`src/design/fcmr_pkg.sv`:
```
// Shared types, constants and helper functions of the feature connector block.
package fcmr_pkg;

  localparam int FCMR_MAX_IN_DIM    = 128;
  localparam int FCMR_MAX_MODEL_DIM = 256;

  localparam int OP_W      = 3;
  localparam int INDEX_W   = 16;
  localparam int VALUE_W   = 32;
  localparam int OUT_IDX_W = 8;
  localparam int CFG_IDX_W = 3;
  localparam int CFG_DAT_W = 9;
  localparam int S_DATA_W  = 48;
  localparam int M_DATA_W  = 40;

  localparam logic [OP_W-1:0] OP_FC1_W   = 3'd0;
  localparam logic [OP_W-1:0] OP_FC1_B   = 3'd1;
  localparam logic [OP_W-1:0] OP_GAIN    = 3'd2;
  localparam logic [OP_W-1:0] OP_FC2_W   = 3'd3;
  localparam logic [OP_W-1:0] OP_FC2_B   = 3'd4;
  localparam logic [OP_W-1:0] OP_FRAME   = 3'd5;
  localparam logic [OP_W-1:0] OP_RD_OUT  = 3'd6;

  localparam logic [CFG_IDX_W-1:0] CFG_IN_DIM    = 3'd0;
  localparam logic [CFG_IDX_W-1:0] CFG_MODEL_DIM = 3'd1;
  localparam logic [CFG_IDX_W-1:0] CFG_USE_B1    = 3'd2;
  localparam logic [CFG_IDX_W-1:0] CFG_USE_GAIN  = 3'd3;
  localparam logic [CFG_IDX_W-1:0] CFG_USE_B2    = 3'd4;

  localparam logic KIND_READ = 1'b0;
  localparam logic KIND_DONE = 1'b1;

  localparam logic [63:0] EPS_Q32 = 64'd4295;
  localparam logic [63:0] ONE_Q32 = 64'h0000_0001_0000_0000;

  typedef enum logic [0:0] {
    DSU_DIV,
    DSU_SQRT
  } dsu_op_e;

  typedef struct packed {
    logic        start;
    dsu_op_e     op;
    logic [63:0] a;
    logic [63:0] b;
  } dsu_req_t;

  typedef struct packed {
    logic        done;
    logic [63:0] result;
  } dsu_rsp_t;

  typedef enum logic [4:0] {
    ST_IDLE,
    ST_RDOUT,
    ST_F1_BIAS,
    ST_F1_INIT,
    ST_F1_RD,
    ST_F1_MUL,
    ST_F1_ACC,
    ST_F1_HID,
    ST_F1_SQM,
    ST_F1_SQA,
    ST_MEAN_GO,
    ST_MEAN_WT,
    ST_ROOT_GO,
    ST_ROOT_WT,
    ST_RECIP_GO,
    ST_RECIP_WT,
    ST_N_RD,
    ST_N_MUL1,
    ST_N_RND1,
    ST_N_MUL2,
    ST_N_RND2,
    ST_N_WR,
    ST_F2_BIAS,
    ST_F2_INIT,
    ST_F2_RD,
    ST_F2_MUL,
    ST_F2_ACC,
    ST_F2_WR,
    ST_DONE
  } state_e;

  function automatic logic [31:0] round_sat(input logic [63:0] acc);
    logic signed [48:0] q;
    q = $signed({acc[63], acc[63:16]}) + $signed({48'd0, acc[15]});
    if (q > 49'sh0_0000_7FFF_FFFF) begin
      round_sat = 32'h7FFF_FFFF;
    end else if (q < -49'sh0_0000_8000_0000) begin
      round_sat = 32'h8000_0000;
    end else begin
      round_sat = q[31:0];
    end
  endfunction

  function automatic logic [63:0] bias_acc(input logic [31:0] b);
    bias_acc = {{16{b[31]}}, b, 16'd0};
  endfunction

  function automatic logic [63:0] sat_add(input logic [63:0] a, input logic [63:0] b);
    logic [64:0] s;
    s = {1'b0, a} + {1'b0, b};
    sat_add = s[64] ? 64'hFFFF_FFFF_FFFF_FFFF : s[63:0];
  endfunction

endpackage

```
`src/design/fcmr_dsu.sv`:
```
// Iterative 64-bit divide and square-root unit, one quotient or root bit per cycle.
module fcmr_dsu (
  input  logic               clk_i,
  input  logic               rst_ni,
  input  fcmr_pkg::dsu_req_t req_i,
  output fcmr_pkg::dsu_rsp_t rsp_o
);
  import fcmr_pkg::*;

  logic        busy_q, done_q;
  logic [5:0]  cnt_q;
  dsu_op_e     op_q;
  logic [63:0] x_q, d_q, rem_q, res_q, bit_q;

  logic [64:0] rem_sh;
  logic        div_ge, sq_ge;
  logic [63:0] sq_t;

  always_comb begin
    rem_sh = {rem_q, x_q[63]};
    div_ge = (rem_sh >= {1'b0, d_q});
    sq_t   = res_q + bit_q;
    sq_ge  = (x_q >= sq_t);
  end

  always_ff @(posedge clk_i or negedge rst_ni) begin
    if (!rst_ni) begin
      busy_q <= 1'b0;
      done_q <= 1'b0;
      cnt_q  <= '0;
    end else begin
      done_q <= 1'b0;
      if (req_i.start) begin
        busy_q <= 1'b1;
        cnt_q  <= (req_i.op == DSU_DIV) ? 6'd63 : 6'd31;
      end else if (busy_q) begin
        cnt_q <= cnt_q - 6'd1;
        if (cnt_q == 6'd0) begin
          busy_q <= 1'b0;
          done_q <= 1'b1;
        end
      end
    end
  end

  always_ff @(posedge clk_i) begin
    if (req_i.start) begin
      op_q  <= req_i.op;
      x_q   <= req_i.a;
      d_q   <= req_i.b;
      rem_q <= '0;
      res_q <= '0;
      bit_q <= 64'h4000_0000_0000_0000;
    end else if (busy_q) begin
      if (op_q == DSU_DIV) begin
        rem_q <= div_ge ? 64'(rem_sh - {1'b0, d_q}) : rem_sh[63:0];
        x_q   <= {x_q[62:0], div_ge};
      end else begin
        if (sq_ge) begin
          x_q   <= x_q - sq_t;
          res_q <= (res_q >> 1) + bit_q;
        end else begin
          res_q <= res_q >> 1;
        end
        bit_q <= bit_q >> 2;
      end
    end
  end

  assign rsp_o.done   = done_q;
  assign rsp_o.result = (op_q == DSU_DIV) ? x_q : res_q;

endmodule

```
`config.mk`:
```
export PLATFORM = sky130hd
export DESIGN_NAME = fcmr_dsu
export DESIGN_NICKNAME = d
export VERILOG_FILES = /design/src/design/fcmr_pkg.sv /design/src/design/fcmr_dsu.sv
export SDC_FILE = /design/constraint.sdc
export NUM_CORES = 1
export LEC_CHECK = 0
export BUFFER_PORTS_ARGS = -buffer_cell sky130_fd_sc_hd__buf_2
export CORE_ASPECT_RATIO = 0.5
export CORE_UTILIZATION = 55
export DETAILED_ROUTE_END_ITERATION = 10
export HOLD_SLACK_MARGIN = 0.08
export PLACE_DENSITY = 0.7
export SLEW_MARGIN = 0
export SYNTH_ARGS = -nofsm -noshare
export SYNTH_HDL_FRONTEND = slang
export SYNTH_SLANG_ARGS = --single-unit
```
`constraint.sdc`:
```
create_clock -name clk_i -period 8.3 [get_ports clk_i]
set_input_delay 0.83 -clock clk_i [delete_from_list [all_inputs] [get_ports clk_i]]
set_output_delay 0.83 -clock clk_i [all_outputs]
set_load 0.02 [all_outputs]
```
==> impl_metrics.ini <==
[outcome]
outcome = finished, final reports clean

[setup_path]
timing.critical_path.buf_inv = 1
worstPathArrival_ns = 7.55
slowest_stage = o22a_2
cp_slowest_stage_delay_ns = 0.57
cp-end-kind = register
required_ns = 8.81
cp_top_family = compound AO/OA/AOI/OAI gates
worstSetupPathType = register to register
path_max_fanout = 45
cp-start-kind = register

[logic_synthesis]
syn_inst = 3176
syn_nets = 3506
synth_compound_area_share_pct = 24.8
syn_avg_cell_area_um2 = 7.90
synthFlopType = dfxtp_1
syn_area_mm2 = 0.0251
yosys-top-cells-area = edfxtp_1 15%, dfxtp_1 13%, ha_1 9.8%
synth.top_cell.area_share_pct = 15.4
synth_warnings = 0
synth_edf_count = 129
synth_top_family_by_area = compound AO/OA/AOI/OAI gates
synthTopCellsByCount = 449 x nand2_1, 289 x nor2_1, 257 x a21oi_1
yosys.area.top_type = edfxtp_1
async_flop_share_pct = 2.69
ys_ff_latch = 297
synth_cell_types = 84
yosys.area_share.simple_pct = 18.9
post_synth_xor_area_fraction_pct = 7.37
yosysSeqAreaShare_pct = 29.0
synth.most_common_cell = nand2_1
synthMuxAreaShare_pct = 5.21
synth-adder-area-share_pct = 9.93

[clock_network]
post_cts_buffers = 0
htreeDepth = 1
ctsHoldBuffers = 1
cts_tree = done
cts_root_buffer = clkbuf_16
cts.sinks = 297
clockBufferDepth = 3
cts-resized-gates = 0
clock_latency_ns = 0.60
cts_buffers = 31
cts.clk_slew.worst_paths_ns = 0.07

[placement]
hpwl_um = 50700
gp_congestion = 0.947
port_buffers = 196
dp_worst_setup_slack_ns = 1.34

[timing]
fmax_mhz = 142
finalMaxSlewViolations = 0
tns_ns = 0
setup_violations = 0
post-route-period-util_pct = 84.9
rsz0062_at_grt = false
period_needed_ns = 7.04
hold_slack_ns = 0.407
layout_setup_ws_ns = 1.26
worstMarginPinSlew_ns = 1.03
skew_ns = 0.0179
hold_viol_final = 0
max-slew-margin-rel_pct = 31.1

[power_and_ir_drop]
irDropWorstVdd_mv = 0.277
p_leak_nw = 11.2
power_density_mw_per_mm2 = 318
p_total_mw = 8.66

[job]
cap_violations = 0

[grt]
grt_usage_pct = 29.0
use_met2_pct = 47.9
overflow = 0
grt_pass1_vias = 22000
gr-usage-met3_pct = 3.95
met1_usage_pct = 39.9
grt_max_degree = 159
grt_pass1_wl_um = 113000
busiest_layer = met2
grt_antenna_before_repair = 1

[detailed_routing]
detail_route.first_pass.iterations = 5
vias_per_cell = 6.10
drt_wl_total_um = 69000
drc = 0
vias = 23400
wl_per_cell_um = 18.0
ant_nets = 0
drt_iter0_drc = 1957

[die]
start_util_pct = 56.7
rows = 54
die_area_mm2 = 0.0465
die_x_um = 304
fp.dieH_um = 153
core_area_mm2 = 0.0443
io_pins = 197

[cells_and_area]
fin_nets = 3553
synthToLayoutAreaGrowth_pct = 8.43
drive_above_1_share_pct = 10.6

[min_path]
hold_class = input port to register
[per-layer routing]
metal | up-vias | share of wire (%)
met5 | - | 0
met4 | 0 | 2.3
met3 | 95 | 5.8
met2 | 665 | 46
met1 | 11000 | 46
li1 | 11600 | -
[final timing paths]
kind                           start        end  slack (ns)  cells after the start
setup / recovery            res_q[4]   res_q[9]        1.26                     25
hold / removal             req_i[43]    d_q[43]        0.41                      1
setup reg to reg            res_q[4]   res_q[9]        1.26                     25
hold reg to reg            rem_q[10]  rem_q[10]        0.47                      2
max in group asynchronous     rst_ni   cnt_q[2]        7.54                      2
min in group asynchronous     rst_ni   cnt_q[5]        0.59                      2
[cells in the final DEF (no fill, tap or decap), drive strengths merged, types with 13 or more instances in the layout]
cell type and count:
dfxtp 160, a21oi 259, and2 24, a21o 92, nand2b 40, and3 21, or3 15, nand2 449
o21ai 193, mux2 45, nand3 54, a31o 19, o21a 17, o31ai 13, xnor2 102, edfxtp 129
mux2i 80, a211oi 90, a311oi 21, clkbuf 43, a31oi 87, buf 210, o211ai 33, inv 119
o21bai 34, o22ai 15, nor2 289, ha 196, xor2 109, nor3 49, nand4 54, nor2b 34
[through the flow]
step,instance area [um^2],utilization (%),cells
finish,27200,61.5,3836
global route,27200,61.5,3835
CTS,27200,61.5,3835
detailed placement,26200,59.2,3777
global placement,26200,59.2,3777
floorplan,25100,-,3176
[registers in the layout, summed over array words and instances, names as in the netlist]
register  cells
d_q          64
rem_q        64
res_q        64
x_q          64
bit_q        32
cnt_q         6
busy_q        1
done_q        1
op_q          1
[cell families after synthesis]
kind of cell / count (synthesis)
simple gates: 1066
compound gates: 963
buf+inv: 316
flops: 297
xor+xnor: 211
fa+ha+maj: 198
mux: 125
[power breakdown]
group          internal (mW)  switching [mW]
Sequential              1.91           0.384
Combinational           1.95            3.02
Clock                  0.763           0.629
[worst reg2reg max path: cells and delay by family, from the launching register on]
kind	cells	cell delay (ns)
buf+inv	1	0.37
xor+xnor	2	0.22
fa+ha+maj	2	0.78
compound gates	15	4.54
simple gates	5	0.63
flops	1	0.40
[cell type report]
| type | instances | area (um^2) |
|---|---|---|
| diodes | 1 | 2.50 |
| clock buffers | 43 | 872 |
| clock inverters | 14 | 104 |
| fillers | 4030 | 17100 |
| inverters | 119 | 447 |
| multi-input cells | 2563 | 16600 |
| flip-flops and latches | 297 | 7280 |
| well taps | 588 | 736 |
| repair buffers | 211 | 1120 |
Power figures use the tool's default switching activity.
